[src/rtl/core/iodca_pkg.sv]
package iodca_pkg;

  localparam int unsigned LineBytes  = 8;
  localparam int unsigned MaxOpBytes = 8;
  localparam int unsigned OffW       = $clog2(LineBytes);

  localparam logic [2:0] FuncRead  = 3'd0;
  localparam logic [2:0] FuncWrite = 3'd1;
  localparam logic [2:0] FuncFlush = 3'd2;
  localparam logic [2:0] FuncLine  = 3'd3;
  localparam logic [2:0] FuncAck   = 3'd4;

  localparam logic [2:0] KindNone   = 3'd0;
  localparam logic [2:0] KindMRead  = 3'd1;
  localparam logic [2:0] KindMWrite = 3'd2;
  localparam logic [2:0] KindResp   = 3'd3;
  localparam logic [2:0] KindBusy   = 3'd4;
  localparam logic [2:0] KindSize   = 3'd5;
  localparam logic [2:0] KindPerm   = 3'd6;
  localparam logic [2:0] KindStray  = 3'd7;

  typedef struct packed {
    logic [2:0]  func;
    logic [63:0] address;
    logic [3:0]  size;
    logic [7:0]  client;
    logic [63:0] payload;
    logic        access_allowed;
  } req_t;

  typedef struct packed {
    logic [2:0]  kind;
    logic [63:0] out_address;
    logic [7:0]  out_client;
    logic [3:0]  out_size;
    logic [63:0] out_data;
    logic [7:0]  byte_mask;
  } rsp_t;

endpackage

[src/rtl/core/io_direct_cache_access_bridge.sv]
// Datapath: each input beat passes through the input register, then the result register.
// Throughput: one beat per cycle while results are taken; a result held at the output
// does not stop intake while the input register is free.
// Reset: asynchronous, active low; clears the pending write count, the outstanding
// read/flush tracking and both valid flags.
module io_direct_cache_access_bridge (
  input  logic            clk_i,
  input  logic            rst_ni,
  input  logic            in_valid_i,
  output logic            in_ready_o,
  input  iodca_pkg::req_t in_req_i,
  output logic            out_valid_o,
  input  logic            out_ready_i,
  output iodca_pkg::rsp_t out_rsp_o
);
  import iodca_pkg::*;

  logic        in_valid_q;
  req_t        in_q;
  logic        out_valid_q;
  rsp_t        out_q, rsp_d;
  logic        out_free, advance;

  logic [15:0] pend_q, pend_d;
  logic        flush_q, flush_d;
  logic        ost_valid_q, ost_valid_d;
  logic [7:0]  ost_dev_q, ost_dev_d;
  logic [63:0] ost_addr_q, ost_addr_d;
  logic [3:0]  ost_size_q, ost_size_d;

  function automatic logic [7:0] size_be(input logic [3:0] n);
    logic [7:0] en;
    for (int i = 0; i < 8; i++) begin
      en[i] = (4'(i) < n);
    end
    return en;
  endfunction

  function automatic logic [63:0] be_bits(input logic [7:0] en);
    logic [63:0] m;
    for (int i = 0; i < 8; i++) begin
      m[8*i +: 8] = {8{en[i]}};
    end
    return m;
  endfunction

  assign out_free   = !out_valid_q || out_ready_i;
  assign advance    = in_valid_q && out_free;
  assign in_ready_o = !in_valid_q || out_free;

  logic [OffW-1:0] offset, ooff;
  logic [63:0]     line_addr, oline_addr;
  logic [4:0]      end_byte;
  logic            size_bad;
  logic [7:0]      be;

  always_comb begin
    offset     = in_q.address[OffW-1:0];
    line_addr  = {in_q.address[63:OffW], {OffW{1'b0}}};
    ooff       = ost_addr_q[OffW-1:0];
    oline_addr = {ost_addr_q[63:OffW], {OffW{1'b0}}};
    end_byte   = 5'(offset) + 5'(in_q.size);
    size_bad   = (in_q.size == 4'd0) || (in_q.size > 4'(MaxOpBytes)) ||
                 (end_byte > 5'(LineBytes));
    be         = size_be(in_q.size);

    pend_d      = pend_q;
    flush_d     = flush_q;
    ost_valid_d = ost_valid_q;
    ost_dev_d   = ost_dev_q;
    ost_addr_d  = ost_addr_q;
    ost_size_d  = ost_size_q;
    rsp_d       = '0;
    rsp_d.kind  = KindNone;

    unique case (in_q.func)
      FuncRead, FuncWrite: begin
        if (size_bad) begin
          rsp_d.kind        = KindSize;
          rsp_d.out_address = in_q.address;
          rsp_d.out_client  = in_q.client;
        end else if (!in_q.access_allowed) begin
          rsp_d.kind        = KindPerm;
          rsp_d.out_address = in_q.address;
          rsp_d.out_client  = in_q.client;
        end else if (in_q.func == FuncRead) begin
          if (ost_valid_q) begin
            rsp_d.kind        = KindBusy;
            rsp_d.out_address = in_q.address;
            rsp_d.out_client  = in_q.client;
          end else begin
            ost_valid_d       = 1'b1;
            ost_dev_d         = in_q.client;
            ost_addr_d        = in_q.address;
            ost_size_d        = in_q.size;
            rsp_d.kind        = KindMRead;
            rsp_d.out_address = line_addr;
            rsp_d.out_client  = in_q.client;
            rsp_d.out_size    = in_q.size;
          end
        end else begin
          if (pend_q != 16'hFFFF) begin
            pend_d = pend_q + 16'd1;
          end
          rsp_d.kind        = KindMWrite;
          rsp_d.out_address = line_addr;
          rsp_d.out_client  = in_q.client;
          rsp_d.out_size    = in_q.size;
          rsp_d.out_data    = (in_q.payload & be_bits(be)) << {offset, 3'b000};
          rsp_d.byte_mask   = be << offset;
        end
      end
      FuncFlush: begin
        if (ost_valid_q) begin
          rsp_d.kind        = KindBusy;
          rsp_d.out_address = in_q.address;
          rsp_d.out_client  = in_q.client;
        end else if (pend_q == 16'd0) begin
          rsp_d.kind       = KindResp;
          rsp_d.out_client = in_q.client;
        end else begin
          flush_d     = 1'b1;
          ost_valid_d = 1'b1;
          ost_dev_d   = in_q.client;
          ost_addr_d  = '0;
          ost_size_d  = '0;
        end
      end
      FuncLine: begin
        if (ost_valid_q && !flush_q && (oline_addr == line_addr)) begin
          ost_valid_d       = 1'b0;
          rsp_d.kind        = KindResp;
          rsp_d.out_address = ost_addr_q;
          rsp_d.out_client  = ost_dev_q;
          rsp_d.out_size    = ost_size_q;
          rsp_d.out_data    = (in_q.payload >> {ooff, 3'b000}) &
                              be_bits(size_be(ost_size_q));
        end
      end
      FuncAck: begin
        if (pend_q == 16'd0) begin
          rsp_d.kind = KindStray;
        end else begin
          pend_d = pend_q - 16'd1;
          if ((pend_q == 16'd1) && flush_q) begin
            flush_d          = 1'b0;
            ost_valid_d      = 1'b0;
            rsp_d.kind       = KindResp;
            rsp_d.out_client = ost_dev_q;
          end
        end
      end
      default: begin
        rsp_d.kind = KindNone;
      end
    endcase
  end

  always_ff @(posedge clk_i or negedge rst_ni) begin
    if (!rst_ni) begin
      in_valid_q  <= 1'b0;
      out_valid_q <= 1'b0;
      pend_q      <= '0;
      flush_q     <= 1'b0;
      ost_valid_q <= 1'b0;
      ost_dev_q   <= '0;
      ost_addr_q  <= '0;
      ost_size_q  <= '0;
    end else begin
      if (in_ready_o) begin
        in_valid_q <= in_valid_i;
      end
      if (out_free) begin
        out_valid_q <= in_valid_q;
      end
      if (advance) begin
        pend_q      <= pend_d;
        flush_q     <= flush_d;
        ost_valid_q <= ost_valid_d;
        ost_dev_q   <= ost_dev_d;
        ost_addr_q  <= ost_addr_d;
        ost_size_q  <= ost_size_d;
      end
    end
  end

  always_ff @(posedge clk_i) begin
    if (in_valid_i && in_ready_o) begin
      in_q <= in_req_i;
    end
    if (advance) begin
      out_q <= rsp_d;
    end
  end

  assign out_valid_o = out_valid_q;
  assign out_rsp_o   = out_q;

`ifndef SYNTHESIS
  a_flush_tracked: assert property (@(posedge clk_i) disable iff (!rst_ni)
    flush_q |-> ost_valid_q)
    else $error("flush waiting without outstanding entry");

  a_flush_has_pending: assert property (@(posedge clk_i) disable iff (!rst_ni)
    flush_q |-> (pend_q != 16'd0))
    else $error("flush waiting with no pending writes");

  a_write_mask: assert property (@(posedge clk_i) disable iff (!rst_ni)
    (out_valid_o && (out_rsp_o.kind == KindMWrite)) |-> (out_rsp_o.byte_mask != 8'd0))
    else $error("memory write beat with empty byte mask");

  a_read_tracks: assert property (@(posedge clk_i) disable iff (!rst_ni)
    (advance && (rsp_d.kind == KindMRead)) |=> (ost_valid_q && !flush_q))
    else $error("memory read issued without outstanding entry");
`endif

endmodule

[config.mk]
export PLATFORM = sky130hd
export DESIGN_NAME = io_direct_cache_access_bridge
export DESIGN_NICKNAME = d
export VERILOG_FILES = /design/src/rtl/core/iodca_pkg.sv /design/src/rtl/core/io_direct_cache_access_bridge.sv
export SDC_FILE = /design/constraint.sdc
export NUM_CORES = 1
export LEC_CHECK = 0
export ABC_AREA = 1
export BUFFER_PORTS_ARGS = -buffer_cell sky130_fd_sc_hd__buf_2
export CAP_MARGIN = 20
export CELL_PAD_IN_SITES_DETAIL_PLACEMENT = 1
export CELL_PAD_IN_SITES_GLOBAL_PLACEMENT = 2
export CORE_MARGIN = 2
export CORE_UTILIZATION = 35
export CTS_CLUSTER_DIAMETER = 30
export DETAILED_ROUTE_END_ITERATION = 6
export PLACE_DENSITY_LB_ADDON = 0.12
export SLEW_MARGIN = 10
export SYNTH_ARGS = -nofsm -noshare
export SYNTH_HDL_FRONTEND = slang
export SYNTH_SLANG_ARGS = --single-unit
[constraint.sdc]
create_clock -name clk_i -period 4.93 [get_ports clk_i]
set_input_delay 0.7395 -clock clk_i [delete_from_list [all_inputs] [get_ports clk_i]]
set_output_delay 0.7395 -clock clk_i [all_outputs]
set_load 0.02 [all_outputs]
======== Word-level counts from Yosys, hierarchy flattened ========
Index checks and enable logic that the tools add are counted.
word-level totals
  output and inout port bits .............. 153
  bits of input ports ..................... 148
  register bits ........................... 391
  word-level logic and storage cells ...... 152
cells by class
  reduce and logical (&&, ||, !) cells .... 25
  $add $sub $neg .......................... 3
  mux-type cells .......................... 61
  order comparisons ....................... 18
  shifts and indexed selects .............. 3
  equal/unequal tests ..................... 18
  bitwise gates (word level) .............. 4
operators by type and width
  cell                   count
  $mux 64                7
  $mux 75                3
  $pmux 64 s3            1
  $mux 76                2
  $mux 142               1
  $pmux 68 s2            1
  $and 64x64->64         2
  $pmux 64 s2            1
  $mux 16                5
  $mux 8                 10
  $mux 79                1
  $mux 72                1
  $shl 64x6->64          1
  $shr 64x6->64          1
  $eq 61x61->1           1
  $lt 3x4->1 const A     8
  $pmux 16 s2            1
  $pmux 8 s4             1
  $mux 4                 7
  $ne 2x2->1 const B     11
  $add 16x1->16 const B  1
  $eq 16x1->1 const B    1
  $logic_not 16->1       1
  $lt 1x4->1 const A     4
  other kinds (31)       59

======== Longest topological paths before layout ========
  depth in word-level cells ............... 7
  gate-level depth with buffers ........... 19

======== Worst setup path after synthesis ========
OpenSTA, ideal clock, no wires.
  path type ............................... input-to-reg
  start ................................... input port out_ready_i
  end ..................................... register in_q[0] (netlist name), enable pin
  setup slack ............................. 0.548 ns
  arrival time ............................ 3.885 ns
  cell stages on the path ................. 4
  setup time .............................. 0.497 ns
  cell sequence ........................... inv_1 > nand3_1 > nand2_1 > inv_1
on the way
  longest elaborated chain between the ends .. 3
ends and longest elaborated chain
  what                    RTL line                              text
  start: declaration      io_direct_cache_access_bridge.sv:13   input logic out_ready_i,
  $logic_or 1x1->1        io_direct_cache_access_bridge.sv:47   assign out_free = !out_valid_q || out_ready_i;
  $logic_or 1x1->1        io_direct_cache_access_bridge.sv:49   assign in_ready_o = !in_valid_q || out_free;
  via in_ready_o          io_direct_cache_access_bridge.sv:10   output logic in_ready_o,
  $logic_and 1x1->1       io_direct_cache_access_bridge.sv:188  if (in_valid_i && in_ready_o) begin
  end signal: assignment  io_direct_cache_access_bridge.sv:189  in_q <= in_req_i;
  end: declaration        io_direct_cache_access_bridge.sv:19   req_t in_q;
The timed path passes the listed nets, and every way through them passes these cells.
A chain may end at the register's enable or synchronous reset.

==> impl_metrics.py <==
metrics = {
    "clocking": {
        "cts_made_buffers": 111,
        "cts_tree": "built",
        "path_clk_slew_ns": 0.05,
        "clk_latency_ns": 0.66,
        "clockBufferDepth": 3,
        "htreeDepth": 3,
        "hold_buffers": 0,
        "cts.sinks": 391,
        "root_buffer": "clkbuf_16",
        "cts_setup_buffers": 0,
        "cts_resized": 0,
    },
    "critical_path": {
        "crit_path_start_kind": "flip-flop",
        "slowest_stage": "inv_2",
        "cp.required_ns": 5.43,
        "cp_top_family": "simple AND/OR/NAND/NOR gates",
        "slowest_delay_ns": 0.69,
        "cp-end-kind": "flip-flop",
        "crit_top_cell": "nand2_1",
        "cp_max_fo": 26,
        "path_cells": "ha_1 > inv_1 > fa_1 > inv_1 > nand2_1 > nand2_1 > nand3b_1 > nand3_1 > nand4_2 > inv_2 > nand2_2 > inv_2 > nand3_1 > nand2_1",
        "crit_buf_inv": 4,
        "crit_arrival_ns": 4.42,
        "crit_type": "flip-flop to flip-flop",
    },
    "sta": {
        "layout_setup_ws_ns": 1.01,
        "grt_setup_unrepaired": "false",
        "slew_violations": 0,
        "worst_pin_slew_ns": 1.10,
        "max_freq_ghz": 0.255,
        "timing.final.crit_share_pct": 79.4,
        "layout_min_cycle_time_ns": 3.92,
        "fin_hold_ws_ns": 0.111,
        "hold_violations": 0,
        "setup_viol": 0,
        "finClkSkew_ns": 0.0254,
        "max-slew-margin-rel_pct": 26.6,
        "setup-tns-final_ns": 0,
    },
    "flow_run": {
        "cap_violations": 0,
    },
    "grt": {
        "grt_max_degree": 145,
        "grtUsageTotal_pct": 28.9,
        "first_global_vias": 19694,
        "antenna_found_initial": 3,
        "grt_pass1_wl_um": 130000,
        "grt_overflow": 0,
    },
    "synthesis": {
        "syn-num-nets": 2619,
        "synth_top_area_share_pct": 42.4,
        "yosysSeqAreaShare_pct": 53.9,
        "synth_cell_types": 48,
        "syn_area_um2": 20900,
        "ys_warn_count": 0,
        "syn_inst": 2463,
        "synth.most_common_cell": "nand2_1",
        "synth_edf_count": 295,
        "postSynthAreaPerCell_um2": 8.49,
        "async_flop_share_pct": 24.6,
        "synth.ff_latch_count": 391,
        "synth_common_cells": "nand2_1, edfxtp_1, o21ai_0, inv_1, nand3_1",
        "synth_ff_type": "edfxtp_1",
        "synthTopCellsByArea": "edfxtp_1, nand2_1, dfrtp_1, o21ai_0, inv_1",
        "post-synth-top-area-cell": "edfxtp_1",
    },
    "power": {
        "power.internal_uw": 11000,
        "power.switching_uw": 6280,
        "p_leak_uw": 0.0121,
        "swShare_pct": 36.3,
        "seqPwrFrac_pct": 27.5,
        "combPwrFrac_pct": 26.8,
        "pwr-share-clk_pct": 45.7,
        "ir_worst_vdd_uv": 418,
        "power_density_nw_per_um2": 637,
    },
    "finish": {
        "nFillCells": 6856,
        "drive_above_1_share_pct": 20.9,
        "fin_util_pct": 46.1,
        "final_nets": 2930,
        "design_area_um2": 27200,
        "syn2layout_area_growth_pct": 30.1,
        "antennaDiodeCount": 0,
    },
    "floorplanning": {
        "coreArea_um2": 59000,
        "die_w_um": 248,
        "rows": 89,
        "die_h_um": 248,
        "io_pins": 301,
        "start_util_pct": 35.4,
        "dieArea_um2": 61700,
    },
    "status": {
        "outcome": "complete, no violations",
    },
    "placed_design": {
        "gp_congestion": 0.904,
        "dp_hpwl_um": 63800,
        "dpl_cell_area_um2": 23000,
        "io_buffers": 300,
        "dp_slack_ns": 1.10,
    },
    "detailed_routing": {
        "routed_wl_um": 89400,
        "avgRoutedWirePerCell_um": 24.5,
        "drtIter0Drc": 1737,
        "ant_nets": 0,
        "drc_errors": 0,
        "first_pass_iters": 5,
        "avgViaCountPerCell": 5.37,
        "vias": 19583,
    },
    "min_path": {
        "hold_class": "primary input to async pin",
    },
}
-- area by class of cell --
class | instances | area, um2 | area share (%)
Clock inverter | 85 | 1250 | 4.60
Tap cell | 773 | 967 | 3.56
Timing Repair Buffer | 327 | 1740 | 6.40
Clock buffer | 126 | 2900 | 10.7
Sequential cell | 391 | 11300 | 41.4
Multi-Input combinational cell | 1694 | 8130 | 29.9
Inverter | 249 | 950 | 3.49
-- final timing paths --
check	from	endpoint	slack, ns	depth (start not counted)
worst max-delay path	in_q[73]	out_rsp_o[8]	1.01	14
worst min-delay path	rst_ni	ost_addr_q[61]	0.11	1
worst max register to register	in_q[73]	out_rsp_o[8]	1.01	14
worst min register to register	in_q[69]	ost_dev_q[4]	0.49	2
max in group asynchronous	rst_ni	ost_addr_q[25]	3.89	2
min in group clk_i	in_req_i[102]	in_q[102]	0.26	1
-- layout by cell type (no fill, tap or decap), types with 3 or more instances in the layout --
| cell type | Yosys | layout |
|---|---|---|
| clkinv_1 | 2 | 5 |
| nand2_1 | 772 | 772 |
| o21ai_2 | 2 | 3 |
| o211ai_1 | 30 | 30 |
| clkbuf_1 | 74 | 11 |
| clkinvlp_4 | 0 | 20 |
| inv_1 | 238 | 234 |
| nand4_1 | 57 | 57 |
| a22oi_1 | 3 | 3 |
| dfrtp_1 | 96 | 96 |
| nor2_2 | 7 | 8 |
| xor2_1 | 21 | 21 |
| ha_1 | 7 | 7 |
| bufinv_16 | 0 | 27 |
| clkinv_2 | 0 | 22 |
| buf_4 | 3 | 26 |
| nor2_1 | 150 | 147 |
| xnor2_1 | 3 | 3 |
| buf_2 | 29 | 299 |
| clkbuf_16 | 0 | 113 |
| a211oi_1 | 5 | 4 |
| or2_1 | 6 | 6 |
| inv_6 | 1 | 4 |
| o22ai_1 | 62 | 62 |
| o21ai_0 | 252 | 252 |
| edfxtp_1 | 295 | 295 |
| nor3_1 | 10 | 10 |
| nand3_2 | 39 | 39 |
| inv_2 | 8 | 10 |
| o21ai_1 | 24 | 23 |
| mux2i_1 | 12 | 12 |
| clkinv_4 | 0 | 9 |
| a31oi_1 | 6 | 6 |
| a21oi_1 | 35 | 35 |
| nand3_1 | 173 | 172 |
-- sequential cells by signal, indices dropped and copies added, names as in the netlist --
name,cells
flush_q,1
in_q,144
in_valid_q,1
ost_addr_q,64
ost_dev_q,8
ost_size_q,4
ost_valid_q,1
out_rsp_o,151
out_valid_o,1
pend_q,16
-- stage by stage --
step / power [uW] / std cells
after floorplan: 7470 / 2463
after global placement: 9230 / 3433
after detailed placement: 9310 / 3433
after CTS: 17300 / 3644
after global routing: 18100 / 3645
final: 17300 / 3645
-- kinds of logic after synthesis --
group,after synthesis,synth area share [%]
compound gates,423,11.1
xor+xnor,24,1.01
fa+ha+maj,8,0.515
buf+inv,378,7.42
flops,391,53.9
mux,12,0.575
simple gates,1227,25.5
-- per-layer routing --
layer	part of all wire [%]	vias up	track usage, %
li1	-	8975	-
met1	48	9664	43.3
met2	41	818	40.5
met3	9.3	122	8.60
met4	2.0	4	7.04
met5	0.021	-	0
-- power groups by stage --
stage                     logic (uW)  clock network, uW  registers [uW]
after floorplan                 2650                  0            4810
after global placement          4460                  0            4780
after detailed placement        4510                  0            4810
after CTS                       4540               8010            4770
after global routing            5080               8200            4840
final                           4650               7910            4770
(Power assumes the default switching activity.)
